`config.mk`:
```
export PLATFORM = sky130hd
export DESIGN_NAME = rgb_to_hsv_converter
export DESIGN_NICKNAME = d
export VERILOG_FILES = /design/src/sv/rhc_pkg.sv /design/src/sv/rhc_div_lane.sv /design/src/sv/rgb_to_hsv_converter.sv
export SDC_FILE = /design/constraint.sdc
export NUM_CORES = 2
export LEC_CHECK = 0
export ABC_AREA = 0
export BUFFER_PORTS_ARGS = -buffer_cell sky130_fd_sc_hd__buf_2
export CAP_MARGIN = 0
export CORE_MARGIN = 4
export CORE_UTILIZATION = 45
export CTS_CLUSTER_DIAMETER = 50
export CTS_CLUSTER_SIZE = 12
export DETAILED_ROUTE_END_ITERATION = 8
export GPL_TIMING_DRIVEN = 0
export PLACE_DENSITY_LB_ADDON = 0.12
export SLEW_MARGIN = 20
export SYNTH_ARGS = -nofsm -noshare
export SYNTH_HDL_FRONTEND = slang
export SYNTH_HIERARCHICAL = 1
export SYNTH_SLANG_ARGS = --single-unit
```
`constraint.sdc`:
```
create_clock -name aclk -period 28.6 [get_ports aclk]
set_clock_uncertainty 0.15 [all_clocks]
set_input_delay 5.72 -clock aclk [delete_from_list [all_inputs] [get_ports aclk]]
set_output_delay 5.72 -clock aclk [all_outputs]
set_load 0.01 [all_outputs]
```
`src/sv/rhc_pkg.sv`:
```
// shared types and constants for the rgb to hsv converter
`timescale 1ns / 1ps
`default_nettype none

package rhc_pkg;

    // channel and result field widths
    localparam int CH_W  = 8;
    localparam int HUE_W = 15;

    // width of the hue multiplier operand, at most 6 * delta
    localparam int X_W = 11;

    // default hue fraction and the matching divider depth
    localparam int HUE_FRACTION_BITS_DEF = 6;
    localparam int DIV_STAGES_DEF        = $clog2(360 * (1 << HUE_FRACTION_BITS_DEF));

    // which channel holds the maximum
    typedef enum logic [1:0] {
        SECT_RED,
        SECT_GREEN,
        SECT_BLUE
    } sector_t;

    // data that rides alongside the divider lanes
    typedef struct packed {
        logic            grey;
        logic [CH_W-1:0] brightness;
    } side_t;

endpackage

`default_nettype wire

```
`src/sv/rhc_div_lane.sv`:
```
// pipelined restoring divider lane, one quotient bit per stage
`timescale 1ns / 1ps
`default_nettype none

module rhc_div_lane #(
    parameter int STAGES = rhc_pkg::DIV_STAGES_DEF
) (
    input  wire logic                               aclk,
    input  wire logic                               en,
    input  wire logic [STAGES+rhc_pkg::CH_W-1:0]    num,
    input  wire logic [rhc_pkg::CH_W-1:0]           den,
    output logic      [STAGES-1:0]                  quo
);

    localparam int DW = rhc_pkg::CH_W;

    // numerator must be below den * 2^STAGES, so the top bits start below den
    logic [DW-1:0]     rem_reg [STAGES-1];
    logic [DW-1:0]     den_reg [STAGES-1];
    // remaining numerator bits shift out the top, quotient bits shift in below
    logic [STAGES-1:0] work_reg [STAGES];

    for (genvar j = 0; j < STAGES; j++) begin : g_stage
        logic [DW-1:0]     rem_in;
        logic [DW-1:0]     den_in;
        logic [STAGES-1:0] work_in;
        logic [DW:0]       trial;
        logic              ge;
        logic [DW-1:0]     rem_next;
        logic [STAGES-1:0] work_next;

        if (j == 0) begin : g_first
            assign rem_in  = num[STAGES+DW-1:STAGES];
            assign den_in  = den;
            assign work_in = num[STAGES-1:0];
        end else begin : g_rest
            assign rem_in  = rem_reg[j-1];
            assign den_in  = den_reg[j-1];
            assign work_in = work_reg[j-1];
        end

        always_comb begin
            trial     = {rem_in, work_in[STAGES-1]};
            ge        = trial >= {1'b0, den_in};
            rem_next  = ge ? DW'(trial - {1'b0, den_in}) : trial[DW-1:0];
            work_next = {work_in[STAGES-2:0], ge};
        end

        always_ff @(posedge aclk) begin
            if (en) begin
                work_reg[j] <= work_next;
            end
        end

        if (j < STAGES - 1) begin : g_carry
            always_ff @(posedge aclk) begin
                if (en) begin
                    rem_reg[j] <= rem_next;
                    den_reg[j] <= den_in;
                end
            end
        end
    end

    assign quo = work_reg[STAGES-1];

endmodule

`default_nettype wire

```
`src/sv/rgb_to_hsv_converter.sv`:
```
// rgb to hsv converter: three front stages, two divider lanes, output skid register
// throughput: one word per cycle while the skid register is empty
// depth is set by the hue divider, one quotient bit a stage
// an empty skid register lets the pipeline drain one word into it when m_ready is low
// reset (aresetn low, synchronous) clears the valid bits and the skid; data regs are not reset
`timescale 1ns / 1ps
`default_nettype none

module rgb_to_hsv_converter #(
    parameter int HUE_FRACTION_BITS = rhc_pkg::HUE_FRACTION_BITS_DEF
) (
    input  wire logic                        aclk,
    input  wire logic                        aresetn,
    input  wire logic                        s_valid,
    output logic                             s_ready,
    input  wire logic [rhc_pkg::CH_W-1:0]    s_red,
    input  wire logic [rhc_pkg::CH_W-1:0]    s_green,
    input  wire logic [rhc_pkg::CH_W-1:0]    s_blue,
    output logic                             m_valid,
    input  wire logic                        m_ready,
    output logic [rhc_pkg::HUE_W-1:0]        m_hue,
    output logic [rhc_pkg::CH_W-1:0]         m_saturation,
    output logic [rhc_pkg::CH_W-1:0]         m_brightness
);

    localparam int CW         = rhc_pkg::CH_W;
    localparam int XW         = rhc_pkg::X_W;
    localparam int HW         = rhc_pkg::HUE_W;
    localparam int DIV_STAGES = $clog2(360 * (1 << HUE_FRACTION_BITS));
    localparam int NW         = DIV_STAGES + CW;
    localparam int NS         = 3 + DIV_STAGES;
    localparam logic [NW-1:0] HUE_K = NW'(60) << HUE_FRACTION_BITS;
    localparam logic [NW-1:0] SAT_K = NW'(255);

    logic                 en;
    logic [NS-1:0]        vld_reg;
    logic [NS-1:0]        vld_next;

    // stage 0: max, min, sector
    logic [CW-1:0]        red0_reg, green0_reg, blue0_reg, max0_reg, min0_reg;
    rhc_pkg::sector_t     sect0_reg;
    logic [CW-1:0]        max0_next, min0_next;
    rhc_pkg::sector_t     sect0_next;

    // stage 1: delta and hue operand
    logic [CW-1:0]        delta1_reg, max1_reg;
    logic [XW-1:0]        x1_reg;
    logic [CW-1:0]        delta1_next;
    logic [XW-1:0]        x1_next;
    logic [XW-1:0]        d11;

    // stage 2: numerators
    logic [NW-1:0]        hnum2_reg, snum2_reg;
    logic [CW-1:0]        delta2_reg, max2_reg;

    // divider stages
    rhc_pkg::side_t       side_reg [DIV_STAGES];
    rhc_pkg::side_t       side_in;
    logic [DIV_STAGES-1:0] hue_quo, sat_quo;

    // result and skid
    logic [HW-1:0]        hue_fin;
    logic [CW-1:0]        sat_fin;
    logic                 skid_full_reg, skid_full_next;
    logic [HW-1:0]        skid_hue_reg;
    logic [CW-1:0]        skid_sat_reg, skid_bright_reg;

    assign en      = !skid_full_reg;
    assign s_ready = en;

    // valid bits follow the data
    always_comb begin
        vld_next = {vld_reg[NS-2:0], s_valid};
    end

    always_ff @(posedge aclk) begin
        if (!aresetn) begin
            vld_reg <= '0;
        end else if (en) begin
            vld_reg <= vld_next;
        end
    end

    // stage 0
    always_comb begin
        max0_next = s_red;
        min0_next = s_red;
        if (s_green > max0_next) max0_next = s_green;
        if (s_blue > max0_next)  max0_next = s_blue;
        if (s_green < min0_next) min0_next = s_green;
        if (s_blue < min0_next)  min0_next = s_blue;
        // ties go to red, then green
        if (s_red >= s_green && s_red >= s_blue) begin
            sect0_next = rhc_pkg::SECT_RED;
        end else if (s_green >= s_blue) begin
            sect0_next = rhc_pkg::SECT_GREEN;
        end else begin
            sect0_next = rhc_pkg::SECT_BLUE;
        end
    end

    always_ff @(posedge aclk) begin
        if (en) begin
            red0_reg   <= s_red;
            green0_reg <= s_green;
            blue0_reg  <= s_blue;
            max0_reg   <= max0_next;
            min0_reg   <= min0_next;
            sect0_reg  <= sect0_next;
        end
    end

    // stage 1: hue operand, always in 0 .. 6*delta
    always_comb begin
        delta1_next = max0_reg - min0_reg;
        d11         = XW'(delta1_next);
        case (sect0_reg)
            rhc_pkg::SECT_RED: begin
                if (green0_reg >= blue0_reg) begin
                    x1_next = XW'(green0_reg) - XW'(blue0_reg);
                end else begin
                    // negative red sector wraps by a full turn
                    x1_next = (d11 << 2) + (d11 << 1) - XW'(blue0_reg) + XW'(green0_reg);
                end
            end
            rhc_pkg::SECT_GREEN: x1_next = XW'(blue0_reg) + (d11 << 1) - XW'(red0_reg);
            rhc_pkg::SECT_BLUE:  x1_next = XW'(red0_reg) + (d11 << 2) - XW'(green0_reg);
            default:             x1_next = '0;
        endcase
    end

    always_ff @(posedge aclk) begin
        if (en) begin
            delta1_reg <= delta1_next;
            max1_reg   <= max0_reg;
            x1_reg     <= x1_next;
        end
    end

    // stage 2: scale to the divider numerators
    always_ff @(posedge aclk) begin
        if (en) begin
            hnum2_reg  <= NW'(NW'(x1_reg) * HUE_K);
            snum2_reg  <= NW'(NW'(delta1_reg) * SAT_K);
            delta2_reg <= delta1_reg;
            max2_reg   <= max1_reg;
        end
    end

    // divider lanes
    rhc_div_lane #(
        .STAGES (DIV_STAGES)
    ) u_hue_div (
        .aclk (aclk),
        .en   (en),
        .num  (hnum2_reg),
        .den  (delta2_reg),
        .quo  (hue_quo)
    );

    rhc_div_lane #(
        .STAGES (DIV_STAGES)
    ) u_sat_div (
        .aclk (aclk),
        .en   (en),
        .num  (snum2_reg),
        .den  (max2_reg),
        .quo  (sat_quo)
    );

    // grey pixel (also covers black) forces hue and saturation to zero
    always_comb begin
        side_in.grey       = (delta2_reg == '0);
        side_in.brightness = max2_reg;
    end

    always_ff @(posedge aclk) begin
        if (en) begin
            side_reg[0] <= side_in;
            for (int j = 1; j < DIV_STAGES; j++) begin
                side_reg[j] <= side_reg[j-1];
            end
        end
    end

    always_comb begin
        hue_fin = side_reg[DIV_STAGES-1].grey ? '0 : HW'(hue_quo);
        sat_fin = side_reg[DIV_STAGES-1].grey ? '0 : CW'(sat_quo);
    end

    // skid register takes the last word when the sink stalls
    always_comb begin
        if (skid_full_reg) begin
            skid_full_next = !m_ready;
        end else begin
            skid_full_next = vld_reg[NS-1] && !m_ready;
        end
    end

    always_ff @(posedge aclk) begin
        if (!aresetn) begin
            skid_full_reg <= 1'b0;
        end else begin
            skid_full_reg <= skid_full_next;
        end
    end

    always_ff @(posedge aclk) begin
        if (!skid_full_reg) begin
            skid_hue_reg    <= hue_fin;
            skid_sat_reg    <= sat_fin;
            skid_bright_reg <= side_reg[DIV_STAGES-1].brightness;
        end
    end

    assign m_valid      = skid_full_reg || vld_reg[NS-1];
    assign m_hue        = skid_full_reg ? skid_hue_reg : hue_fin;
    assign m_saturation = skid_full_reg ? skid_sat_reg : sat_fin;
    assign m_brightness = skid_full_reg ? skid_bright_reg : side_reg[DIV_STAGES-1].brightness;

endmodule

`default_nettype wire
```
==> run_results.csv <==
group,metric,value,unit
drt,drc,0,
worst_setup_path,rr_worst_depth,20,
worst_setup_path,crit_arrival,4430,ps
drt,wl,86300,um
floorplanning,core_area,0.118,mm^2
clock_tree,cts_tree,"built",
floorplanning,ioPinCount,61,
worst_setup_path,r2r-end,"x1_reg[10]",
timing,worstMarginPinSlew,912,ps
layout,area_growth,13.5,%
placed_design,hpwlAfterDp,60700,um
layout,largest_reg_flops,225,
floorplanning,start_util,45.4,%
drt,routedWlPerCell,14.9,um
layout,insertedDiodeCount,0,
worst_setup_path,critPathLaunch,"skid_full_reg",
global_route,grt-ovfl-total,0,
clock_tree,cts-buffers-inserted,140,
flow_run,max_cap_viol_count,0,
worst_setup_path,worst-setup-path-type,"reg -> out",
drt,drt-initial-drc-count,1498,
worst_setup_path,cp_slowest_cell,"inv_8",
worst_setup_path,reg2reg_slack,23450,ps
drt,vias,28900,
clock_tree,htree_levels,4,
clock_tree,clock_latency,740,ps
worst_setup_path,worst_path_most_repeated_cell,"buf_16",
placed_design,port-buffer-count,60,
floorplanning,die_w,354,um
layout,nNetsFinal,4594,
global_route,grt_max_degree,116,
synth,netlist_instances,3843,
worst_setup_path,cp-start-kind,"flop",
worst_hold_path,hp-class,"reg -> reg",
layout,drive_gt1_share,11.6,%
drt,drtPass1Iterations,5,
worst_setup_path,crit_end,"s_ready",
worst_setup_path,endpoint_kind,"primary output",
clock_tree,cts_sinks,1114,
layout,fin_util,51.5,%
timing,fmax,0.0971,GHz
layout,nFillCells,9976,
placed_design,routabilityCongestion,0.808,
worst_setup_path,slowest_delay,530,ps
timing,setup_violations,0,
floorplanning,rows,126,
floorplanning,die_y,354,um
worst_setup_path,cp.required,22730,ps
timing,fin_crit,10300,ps
clock_tree,clk_pin_slew,60,ps
timing,tns,0,ps
drt,ant_nets,0,
synth,netlist_area,0.0538,mm^2
clock_tree,cts_hold_buf,0,
worst_setup_path,cp_top_family,"buffers and inverters",
timing,rsz0062_at_grt,"no",
global_route,antenna_found_initial,0,
clock_tree,clockBufferDepth,3,
timing,hold_violations,0,
worst_setup_path,reg2reg_from,"max0_reg[0]",
worst_setup_path,crit_fanout,109,
timing,finalCritPeriodShare,36.0,%
worst_setup_path,cp_cell_sequence,"clkbuf_1 > clkbuf_1 > inv_8 > buf_16 > buf_16 > buf_16 > buf_16 > buf_2",
global_route,grt_usage,14.0,%
global_route,grt_pass1_vias,29700,
worst_setup_path,cp_num_cells,8,
drt,drt-vias-per-instance,5.01,
global_route,grt_first_pass_wirelength,144000,um
clock_tree,clockRootBuffer,"clkbuf_16",
clock_tree,cts_resized,0,
floorplanning,die_area,0.125,mm^2
timing,slew_viol_final,0,
clock_tree,post_cts_buffers,0,
synth,yosysWarningCount,6,
synth,synth_area_per_cell,14.0,um^2
timing,slew_headroom,39.2,%
worst_setup_path,cp_num_buf_inv,8,
run_status,status,"complete, no violations",
worst register-to-register path, delay by kind of cell (launching register included):
family	cells	cell delay, ps
AND/OR/NAND/NOR	2	320
flip-flops	1	380
adder cells (fa/ha/maj)	5	1890
buffers and inverters	5	410
AO/OA/AOI/OAI	6	1250
XOR/XNOR	2	460
layer usage:
metal	GRT usage (%)	part of all wire, %	up-vias
met1	16.1	41	13800
li1	-	-	14600
met2	25.5	52	342
met4	6.13	3.5	0
met3	2.58	3.0	194
met5	0	0	-
area by class of cell:
| class | instances | area [um^2] | area share (%) |
|---|---|---|---|
| plain buffers | 35 | 176 | 0.289 |
| clock buffers | 163 | 3660 | 6.01 |
| clock inverters | 80 | 923 | 1.51 |
| inverters | 490 | 1850 | 3.03 |
| multi-input cells | 2224 | 18900 | 30.9 |
| flip-flops and latches | 1114 | 33000 | 54.0 |
| well taps | 1600 | 2000 | 3.28 |
| repair buffers | 70 | 576 | 0.943 |
per-stage QoR:
| stage | hold slack (ps) | setup slack [ps] | instance area, um^2 | instances |
|---|---|---|---|---|
| finish | 246 | 18300 | 61000 | 5776 |
| global route | 251 | 17850 | 61000 | 5776 |
| CTS | 249 | 18060 | 61000 | 5776 |
| detailed placement | 255 | 18910 | 56400 | 5533 |
| global placement | 250 | -10130 | 56100 | 5523 |
| floorplan | 250 | 549 | 53800 | 3863 |
layout by cell type, fill, tap and decap left out, types with 50 or more instances in the layout:
cell,instances
inv_1,489
buf_2,66
nand2b_1,55
o21ai_0,176
nand3_1,53
a21o_1,63
edfxtp_1,1064
ha_1,382
mux2_2,119
clkbuf_16,143
dfxtp_1,50
xnor2_1,102
nand2_1,130
o21a_1,61
fa_1,109
nor2_1,140
a21oi_1,175
nor2b_1,82
mux2i_1,103
worst min path at each step:
stage,from,endpoint,slack [ps],cells past startpoint
4_1_cts,u_hue_div/work_reg[0][61],u_hue_div/work_reg[0][77],250,0
6_report,u_sat_div/work_reg[0][6],u_sat_div/work_reg[0][22],250,0
5_1_grt,side_reg[1][35],side_reg[1][44],250,0
2_1_floorplan,max1_reg[0],max2_reg[0],250,0
3_5_place_dp,max1_reg[6],max2_reg[6],250,0
3_3_place_gp,u_hue_div/work_reg[0][8],u_hue_div/work_reg[0][24],250,0
Power is not shown: default switching activity piles up to over one toggle a cycle in this logic, so the estimate is an artifact.
